### src/hdl/lprl_pkg.sv
// shared types and constants of the longest prefix route lookup
package lprl_pkg;

    // command codes
    localparam logic [1:0] CMD_WRITE      = 2'd0;
    localparam logic [1:0] CMD_INVALIDATE = 2'd1;
    localparam logic [1:0] CMD_LOOKUP     = 2'd2;

    typedef struct packed {
        logic [1:0]  command;
        logic [3:0]  entry_index;
        logic [31:0] entry_prefix;
        logic [31:0] entry_mask;
        logic [31:0] entry_gateway;
        logic [3:0]  entry_port;
        logic [31:0] lookup_address;
    } t_in_item;

    typedef struct packed {
        logic        found;
        logic [31:0] next_hop;
        logic [3:0]  out_port;
        logic [31:0] matched_mask;
    } t_out_item;

    // one routing table row
    typedef struct packed {
        logic [31:0] prefix;
        logic [31:0] mask;
        logic [31:0] gateway;
        logic [3:0]  port;
    } t_entry;

    // verdict of the compare unit for one row
    typedef struct packed {
        logic matched;
        logic take;
    } t_match;

    typedef enum logic [1:0] {
        ST_IDLE,
        ST_SCAN,
        ST_TAIL,
        ST_FIN
    } t_state;

endpackage

### src/hdl/lprl_match.sv
// shared compare unit: prefix match under mask and best-mask compare
module lprl_match (
    input  lprl_pkg::t_entry i_entry,
    input  logic             i_entry_valid,
    input  logic [31:0]      i_addr,
    input  logic             i_hit,
    input  logic [31:0]      i_best_mask,
    output lprl_pkg::t_match o_res
);

    logic w_matched;
    logic w_longer;

    assign w_matched = i_entry_valid &&
                       (((i_entry.prefix ^ i_addr) & i_entry.mask) == 32'd0);
    // strictly greater keeps the lowest index on ties
    assign w_longer  = !i_hit || (i_entry.mask > i_best_mask);

    assign o_res.matched = w_matched;
    assign o_res.take    = w_matched && w_longer;

endmodule

### src/hdl/longest_prefix_route_lookup_unit.sv
// top level of the longest prefix route lookup
// A routing table of TABLE_ENTRIES rows (prefix, mask, gateway, port, valid) takes three
// commands on the input channel. A write or an invalidate gives no result, and the block is
// ready again on the next cycle. A lookup walks the table one row per cycle through the
// single read port of the table memory and one shared compare unit, so it holds the input
// stalled while it reads every row, judges the last row and hands the result to the output
// register, and for as long as the output side stalls a previous result. The result is the
// valid row with the numerically greatest mask whose prefix equals the address under that
// mask, lowest index on ties; a zero mask is a default route. With no match all result
// fields are zero. Rows start out invalid after reset and need no clearing pass; slots at or
// beyond TABLE_ENTRIES and the unused command code are ignored.
module longest_prefix_route_lookup_unit #(
    parameter int TABLE_ENTRIES = 16
) (
    input  logic                i_clk,
    input  logic                i_rst_n,
    input  logic                i_in_valid,
    output logic                o_in_stall,
    input  lprl_pkg::t_in_item  i_in_data,
    output logic                o_out_valid,
    input  logic                i_out_stall,
    output lprl_pkg::t_out_item o_out_data
);

    // row index width; a one-row table still gets one bit
    localparam int IDX_W = (TABLE_ENTRIES > 1) ? $clog2(TABLE_ENTRIES) : 1;
    localparam logic [IDX_W-1:0] LAST_IDX = IDX_W'(TABLE_ENTRIES - 1);
    localparam logic [8:0] DEPTH = 9'(TABLE_ENTRIES);

    // table memory and per-row valid flags
    lprl_pkg::t_entry r_table [TABLE_ENTRIES];
    logic [TABLE_ENTRIES-1:0] r_valid;

    // sequencer
    lprl_pkg::t_state r_state, n_state;
    logic [IDX_W-1:0] r_cnt, n_cnt;

    // read stage
    lprl_pkg::t_entry r_rd_entry;
    logic             r_rd_ent_valid;
    logic             r_rd_vld;

    // running best match
    logic             r_hit;
    logic [31:0]      r_best_mask;
    logic [31:0]      r_best_gw;
    logic [3:0]       r_best_port;
    logic [31:0]      r_addr;

    // output register
    logic                r_out_valid;
    lprl_pkg::t_out_item r_out_data;

    logic             w_in_acc;
    logic             w_slot_ok;
    logic [IDX_W-1:0] w_wr_idx;
    logic             w_do_write;
    logic             w_do_inval;
    logic             w_do_lookup;
    logic             w_load_out;
    lprl_pkg::t_match w_match;

    assign o_in_stall  = (r_state != lprl_pkg::ST_IDLE);
    assign w_in_acc    = i_in_valid && !o_in_stall;
    assign w_slot_ok   = ({5'd0, i_in_data.entry_index} < DEPTH);
    assign w_wr_idx    = IDX_W'(i_in_data.entry_index);
    assign w_do_write  = w_in_acc && (i_in_data.command == lprl_pkg::CMD_WRITE) && w_slot_ok;
    assign w_do_inval  = w_in_acc && (i_in_data.command == lprl_pkg::CMD_INVALIDATE) &&
                         w_slot_ok;
    assign w_do_lookup = w_in_acc && (i_in_data.command == lprl_pkg::CMD_LOOKUP);

    // table write port and registered read port
    always_ff @(posedge i_clk) begin
        if (w_do_write) begin
            r_table[w_wr_idx] <= '{prefix:  i_in_data.entry_prefix,
                                   mask:    i_in_data.entry_mask,
                                   gateway: i_in_data.entry_gateway,
                                   port:    i_in_data.entry_port};
        end
        r_rd_entry     <= r_table[r_cnt];
        r_rd_ent_valid <= r_valid[r_cnt];
    end

    // valid flags, cleared at reset so never-written rows cannot match
    always_ff @(posedge i_clk) begin
        if (!i_rst_n) begin
            r_valid <= '0;
        end else if (w_do_write) begin
            r_valid[w_wr_idx] <= 1'b1;
        end else if (w_do_inval) begin
            r_valid[w_wr_idx] <= 1'b0;
        end
    end

    // the one compare unit, fed one row per cycle
    lprl_match u_match (
        .i_entry       (r_rd_entry),
        .i_entry_valid (r_rd_ent_valid),
        .i_addr        (r_addr),
        .i_hit         (r_hit),
        .i_best_mask   (r_best_mask),
        .o_res         (w_match)
    );

    // sequencer next state
    always_comb begin
        n_state    = r_state;
        n_cnt      = r_cnt;
        w_load_out = 1'b0;
        unique case (r_state)
            lprl_pkg::ST_IDLE: begin
                if (w_do_lookup) begin
                    n_state = lprl_pkg::ST_SCAN;
                    n_cnt   = '0;
                end
            end
            lprl_pkg::ST_SCAN: begin
                // issue one table read per cycle
                n_cnt = IDX_W'(r_cnt + 1'b1);
                if (r_cnt == LAST_IDX) begin
                    n_state = lprl_pkg::ST_TAIL;
                end
            end
            lprl_pkg::ST_TAIL: begin
                // last row is judged in this cycle
                n_state = lprl_pkg::ST_FIN;
            end
            lprl_pkg::ST_FIN: begin
                // wait until the output register is free
                if (!r_out_valid || !i_out_stall) begin
                    w_load_out = 1'b1;
                    n_state    = lprl_pkg::ST_IDLE;
                end
            end
        endcase
    end

    always_ff @(posedge i_clk) begin
        if (!i_rst_n) begin
            r_state     <= lprl_pkg::ST_IDLE;
            r_cnt       <= '0;
            r_rd_vld    <= 1'b0;
            r_hit       <= 1'b0;
            r_out_valid <= 1'b0;
        end else begin
            r_state  <= n_state;
            r_cnt    <= n_cnt;
            r_rd_vld <= (r_state == lprl_pkg::ST_SCAN);
            if (w_do_lookup) begin
                r_hit <= 1'b0;
            end else if (r_rd_vld && w_match.take) begin
                r_hit <= 1'b1;
            end
            if (w_load_out) begin
                r_out_valid <= 1'b1;
            end else if (!i_out_stall) begin
                r_out_valid <= 1'b0;
            end
        end
    end

    // best-match payload and lookup address
    always_ff @(posedge i_clk) begin
        if (w_do_lookup) begin
            r_addr <= i_in_data.lookup_address;
        end
        if (r_rd_vld && w_match.take) begin
            r_best_mask <= r_rd_entry.mask;
            r_best_gw   <= r_rd_entry.gateway;
            r_best_port <= r_rd_entry.port;
        end
        if (w_load_out) begin
            r_out_data.found        <= r_hit;
            r_out_data.next_hop     <= r_hit ? r_best_gw : 32'd0;
            r_out_data.out_port     <= r_hit ? r_best_port : 4'd0;
            r_out_data.matched_mask <= r_hit ? r_best_mask : 32'd0;
        end
    end

    assign o_out_valid = r_out_valid;
    assign o_out_data  = r_out_data;

endmodule

### config.mk
export PLATFORM = sky130hd
export DESIGN_NAME = longest_prefix_route_lookup_unit
export DESIGN_NICKNAME = d
export VERILOG_FILES = /design/src/hdl/lprl_pkg.sv /design/src/hdl/lprl_match.sv /design/src/hdl/longest_prefix_route_lookup_unit.sv
export SDC_FILE = /design/constraint.sdc
export NUM_CORES = 2
export LEC_CHECK = 0
export BUFFER_PORTS_ARGS = -buffer_cell sky130_fd_sc_hd__buf_2
export CAP_MARGIN = 20
export CORE_MARGIN = 2
export CORE_UTILIZATION = 35
export DETAILED_ROUTE_END_ITERATION = 7
export PLACE_DENSITY = 0.47
export SKIP_CTS_REPAIR_TIMING = 1
export SLEW_MARGIN = 20
export SYNTH_ARGS = -nofsm -noshare
export SYNTH_HDL_FRONTEND = slang
export SYNTH_SLANG_ARGS = --single-unit
### constraint.sdc
create_clock -name i_clk -period 7.64 [get_ports i_clk]
set_input_delay 0 -clock i_clk [delete_from_list [all_inputs] [get_ports i_clk]]
set_output_delay 0 -clock i_clk [all_outputs]
set_load 0.01 [all_outputs]
-- Yosys cells after proc, flatten, opt, wreduce, memory -nomap -nowiden
Memory sizes are Yosys's and may differ from the RTL's. A register that Yosys moved wholly into a read port is not among the register bits.
Index checks and enable logic that the tools add are counted.
- add/subtract/negate cells: 1
- $lt $le $gt $ge: 4
- equality and inequality tests: 10
- mux-type cells: 18
- bitwise gates (word level): 6
- reduce and logical (&&, ||, !) cells: 23
- operators with widths (kind ; number):
    32-bit AND ; 1
    32-bit > comparator ; 1
    32-bit zero test ; 1
    16-bit two-way mux ; 2
    32-bit bitwise XOR ; 1
    16-bit AND ; 1
    16-bit NOT ; 1
    16-bit bitwise OR ; 1
    4-bit by 5-bit less-than comparator with 1-bit output, second input constant ; 2
    1-bit logical AND ; 8
    1-bit two-way mux ; 8
    2-bit case mux with 4 select lines ; 1
    4-bit case mux with 2 select lines ; 1
    2-bit equality test, second input constant ; 3
    2-bit two-way mux ; 3
    2-bit inequality test, second input constant ; 3
    2-bit nonzero test ; 3
    4-bit by 1-bit adder with 4-bit output, second input constant ; 1
    1-bit binary-select mux with 4-bit select ; 1
    1-bit demux with 4-bit select ; 1
    2-bit by 1-bit equality test with 1-bit output, second input constant ; 2
    4-bit equality test, second input constant ; 1
    4-bit by 1-bit >= comparator with 1-bit output, second input constant ; 1
    1-bit zero test ; 4
    other kinds (8) ; 10
- flip-flop bits (word level): 195
- memory bits (writable): 1600
- output and inout bits: 71
- word-level logic and storage cells: 78
- memories kept: 1
- memory list (name ; words ; width ; rd ports ; clocked after memory_dff ; write ports ; line ; text):
    r_table ; 16 ; 100 ; 1 ; 1 ; 1 ; longest_prefix_route_lookup_unit.sv:31 ; lprl_pkg::t_entry r_table [TABLE_ENTRIES];

-- Depth between registers and ports, before layout
- depth after elaboration: 8
- gate-level depth with buffers: 9

-- By module
Synthesis repeated with hierarchy kept, for this count alone.
- cell total of the unflattened synthesis: 3115
- area total of the unflattened synthesis: 69760.7 µm²
- by module, submodules not included (module ; times used ; cells each ; area an instance (µm²) ; seq. area each (µm²)):
    longest_prefix_route_lookup_unit ; 1 ; 2943 ; 68481.9 ; 55643.4
    lprl_match ; 1 ; 172 ; 1278.7 ; 0.0

-- Worst setup path before layout
Ideal clock, no wire load.
- path kind: register to register
- from: reg r_state[0]
- to: reg r_out_data, in the netlist o_out_data[0], enable pin
- library setup time: 0.601 ns
- arrival: 5.570 ns
- data required time: 7.039 ns
- slack: 1.469 ns
- cell stages (with the launch flop): 3
- buffers on the path: 0
- clock period less this slack: 6.171 ns
- cells stage by stage: dfxtp_1 ha_1 a21boi_0
- cells in the longest elaborated chain, start to end: 2
- RTL lines (element ; line ; text):
    start: declaration ; longest_prefix_route_lookup_unit.sv:35 ; lprl_pkg::t_state r_state, n_state;
    start signal: assignment ; longest_prefix_route_lookup_unit.sv:140 ; r_state <= lprl_pkg::ST_IDLE;
    start signal: assignment ; longest_prefix_route_lookup_unit.sv:146 ; r_state <= n_state;
    2-bit equality test ; longest_prefix_route_lookup_unit.sv:110 ; unique case (r_state)
    1-bit two-way mux ; longest_prefix_route_lookup_unit.sv:110 ;
    net w_load_out ; longest_prefix_route_lookup_unit.sv:60 ; logic w_load_out;
    end: declaration ; longest_prefix_route_lookup_unit.sv:52 ; lprl_pkg::t_out_item r_out_data;
The timed path passes the listed nets, and every way through them passes these cells.
A chain may end at the register's enable or synchronous reset.

-- Final worst setup path
- from: reg r_state[1]
- to: mem r_table[0][27] (netlist bit), enable pin
- cells in the longest elaborated chain, start to end: 6
- RTL lines (element ; line ; text):
    2-bit nonzero test ; longest_prefix_route_lookup_unit.sv:63 ; assign o_in_stall = (r_state != lprl_pkg::ST_IDLE);
    1-bit zero test ; longest_prefix_route_lookup_unit.sv:64 ; assign w_in_acc = i_in_valid && !o_in_stall;
    1-bit logical AND ; longest_prefix_route_lookup_unit.sv:64 ;
    1-bit logical AND ; longest_prefix_route_lookup_unit.sv:67 ; assign w_do_write = w_in_acc && (i_in_data.command == lprl_pkg::CMD_WRITE) && w_slot_ok;
    1-bit two-way mux ; longest_prefix_route_lookup_unit.sv:74 ; if (w_do_write) begin
    1-bit two-way mux (not written as such) ; longest_prefix_route_lookup_unit.sv:75 ; r_table[w_wr_idx] <= '{prefix: i_in_data.entry_prefix,
    end: declaration ; longest_prefix_route_lookup_unit.sv:31 ;
Every way passes these cells.

==> results.md <==
Layout:
- The fraction of layout cells with a size suffix above 1 is 30.6%.
- The most common cell after layout, fill and taps aside is edfxtp_1.
- The count of non-filler cells in the finished layout is 6205.
- Counting the fill cells in the layout gives 17200.
- In the layout the commonest cells are edfxtp_1 (1769), mux4_2 (505), buf_2 (212), clkbuf_16 (193), dlygate4sd3_1 (173).
- The layout overhead on the synthesized area is 18.0%.
- For this run, the post-layout net count is 3553.
- At the end of the flow the core is filled with cells to 41.4%.

Logic synthesis:
- Sorting the synthesized cells by area gives the leading types as edfxtp_1 (76%), mux4_2 (16%), dfxtp_1 (3.6%), ha_1 (0.68%), xor2_1 (0.40%).
- The number of warning messages in the yosys log is 0.
- The count of mapped cells out of synthesis is 2868.
- The synthesized area is 0.0699 sq mm.
- A synthesized cell averages 24.4 sq um.
- The leading register cell type out of synthesis is edfxtp_1.
- In this run, synthesis inferred 1769 flip-flops with an integrated enable.
- The sequential share of the synthesized area is 79.6%.
- The proportion of synthesized flip-flops having asynchronous set or reset is 0%.
- The cell type with the largest total area after synthesis is edfxtp_1.
- The number of nets handed over by synthesis was 3048.
- In this run, synthesis produced a sequential element count of 1895.
- The number of distinct library cells after synthesis is 49.
- After synthesis, the largest area contributor takes up 76.0% of total cell area.

Setup path:
- For this design, the slowest cell found on the critical path is buf_4.
- STA classifies the critical path startpoint as a register.
- The reg-to-reg endpoint is r_table[0][27]$_DFFE_PP_.
- Data arrives at the worst endpoint at 4.11 ns.
- The critical path runs through a total of 6 cells.
- Together, buffers and inverters on the worst path number 2.
- Walking the worst path, the cells encountered are inv_1, ha_1, nand2_1, or4_1, nor2_4, buf_4.
- Setup slack on the worst reg-to-reg path comes out at 3.96 ns.
- The critical register-to-register path startpoint is r_state[1]$_SDFFE_PN0P_.
- Counting cells, the worst reg-to-reg path comes to 6.
- The kind of cell adding the most delay to the critical path is simple AND/OR/NAND/NOR gates.
- The stage delay of the slowest cell on the critical path is 0.88 ns.
- In this run the worst path has a maximum fanout of 45.
- The category of the critical setup timing path is register to register.
- The critical path capture point type is a register.
- At the worst endpoint, the required time is 8.08 ns.

Global routing:
- Global routing used 17.6% of the available tracks.
- The first global-routing pass estimated 252 mm of wire.
- The via count of the first global-routing pass came to 33100.
- The initial antenna violation count came to 38.
- For this run the aggregate overflow at the end of global routing stands at 0.
- The maximum number of pins on one net before global-route repair is 119.

Timing:
- The post-route minimum period is 3.68 ns.
- The actual slew at the worst max-slew pin is 1.05 ns.
- The setup total negative slack is 0 ns.
- The worst clock skew is 0.0492 ns.
- Setup repair after global routing left no endpoint under its margin.
- The final max-slew violation count came to 0.
- Headroom to the max-slew limit came out at 30.0%.
- The worst path uses 48.1% of the clock period.
- The final count of negative-setup-slack endpoints is 0.
- The top achievable clock speed is 272 MHz.
- The hold violation total from the final report is 0.

Placement:
- The congestion estimate from routability-driven global placement came to 0.788.
- The number of placed instances with taps included is 5664.
- The placed wire-length estimate is 91.5 mm.
- The quantity of I/O buffers inserted on ports is 212.

Routing:
- The number of nets with antenna violations after detailed routing is 0.
- The detailed router finished its first iteration with 2656 violations.
- Before antenna repair, the detailed router went through 5 iterations.
- The vias after detailed routing is 31700.
- The mean routed wirelength per cell is 29.0 um.
- The final layout contains routed wiring with a total length of 180 mm.
- In the routed design, unresolved DRC markers number 0.
- In the routed layout, each cell is associated on average with a via count of 5.11.

Clock tree:
- The maximum level of the CTS H-tree is 4.
- Clock-pin slew was measured on the worst setup and hold paths at 0.06 ns.
- The CTS tree is built.
- In this run the clock root is driven by a clkbuf_16.
- The clock reaches the later pin of the worst-skew pair after 0.83 ns.
- The number of buffers on the longest clock path is 3.
- In this run, CTS created clock tree buffers numbering 190.
- The clock sink count is 1895.

Worst hold path:
- The class of the most critical hold timing path is input pin to register.
- Along the worst hold path, the cell count comes to 4.
- The hold path startpoint is i_in_data[132].

Die:
- In this run the vertical extent of the chip is 451 um.
- The region available for standard cell placement spans 0.199 sq mm.
- The floorplan has 164 rows.
- The horizontal die dimension is 451 um.
- The initial core utilization is 35.1%.
- The full die area is 0.203 sq mm.
- During I/O placement, the number of pins put on the boundary was 213.

Power:
- The power density over the cells is 271 mW/mm^2.
- VDD sags by at most 0.194 mV.
- The static leakage power is 25.6 nW.

Flow run:
- Across the run, the number of max-cap violations was 0.

Status:
- The run finished with clean final reports.
[sequential cells by signal, summed over array words and instances (netlist names), 2 cells and up, named ones only]
signal	flops
r_state	2
r_addr	32
r_table	1600
o_out_data	69
r_rd_entry	100
r_best_port	4
r_cnt	4
r_best_gw	32
r_best_mask	32
[power by group]
part           total, mW  internal, mW  switching, mW  leakage [nW]
clock network       9.23          5.29           3.95          3.07
logic               1.52         0.761          0.756          5.55
registers           11.6          11.5          0.110          17.0
total               22.4          17.5           4.81          25.6
[worst min-delay path: stages]
cell and delay [ns]:
buf_2 0.12, nand3b_1 0.42, o21a_1 0.17, o21a_1 0.10
[cell families (layout without fill, tap and decap cells)]
kind of cell / count (synthesis) / after routing / share of synthesized area [%]
flops: 1895 / 1895 / 79.6
xor+xnor: 32 / 32 / 0.401
other cells: 0 / 9 / 0
simple gates: 151 / 151 / 1.11
buf+inv: 163 / 835 / 1.07
mux: 507 / 507 / 16.3
fa+ha+maj: 38 / 38 / 0.680
compound gates: 82 / 82 / 0.843
[per-stage QoR]
| step | setup slack (ns) | area, sq um | hold slack [ns] | power (mW) |
|---|---|---|---|---|
| 6_report | 3.96 | 82500 | 0.0329 | 22.4 |
| 4_1_cts | 3.88 | 80700 | -0.732 | 22.6 |
| 3_5_place_dp | 3.89 | 74500 | 0.180 | 13.3 |
| 5_1_grt | 3.83 | 82500 | 0.0128 | 23.1 |
| 2_1_floorplan | 1.47 | 69900 | 0.0989 | 12.8 |
| 3_3_place_gp | 3.90 | 74500 | 0.179 | 13.3 |
[per-layer routing]
metal  up-vias  part of all wire (%)  track usage [%]  wire length (um)
met3       287                   3.9             2.86              7030
met1     17400                    42             22.6             75400
met2       764                    51             30.5             92300
li1      13200                     -                -                 -
met5         -                 0.065                0               117
met4        18                   2.7             5.24              4860
[cell type report]
type	instances	area (sq um)	share of cell area [%]
antenna	9	22.5	0.0273
clock buffer	269	5360	6.49
clock inverter	90	895	1.08
inverter	38	143	0.173
multi-input combinational	810	13700	16.6
sequential	1895	55700	67.5
tap	2656	3320	4.03
timing repair buffer	438	3430	4.16
[worst max path at each step]
| stage | endpoint | startpoint | slack, ns |
|---|---|---|---|
| 3_5_place_dp | r_table[0][18]$_DFFE_PP_ | r_state[1]$_SDFFE_PN0P_ | 3.89 |
| 4_1_cts | r_table[0][27]$_DFFE_PP_ | r_state[1]$_SDFFE_PN0P_ | 3.88 |
| 3_3_place_gp | r_table[0][18]$_DFFE_PP_ | r_state[1]$_SDFFE_PN0P_ | 3.90 |
| 2_1_floorplan | o_out_data[0]$_SDFFCE_PN0P_ | r_state[0]$_SDFFE_PN0P_ | 1.47 |
| 5_1_grt | r_table[0][27]$_DFFE_PP_ | r_state[0]$_SDFFE_PN0P_ | 3.83 |
| 6_report | r_table[0][27]$_DFFE_PP_ | r_state[1]$_SDFFE_PN0P_ | 3.96 |
[Yosys cell counts, drive strengths merged, types with 2 or more instances]
cell type and number:
o21a 26, nand3b 2, mux2i 2, edfxtp 1769, clkbuf 60, buf 65, nand4b 2, a21o 4
nand2b 2, xor2 32, nor3 2, nand4 10, or4 2, dfxtp 126, a211oi 2, a221oi 3
mux4 505, nor2 53, or2 4, ha 38, a22oi 12, nand3 6, nor2b 7, and2 43
inv 37, a21oi 11, nand2 16, a22o 2, o21ai 12
No activity file was read; power rests on OpenSTA's default activity.
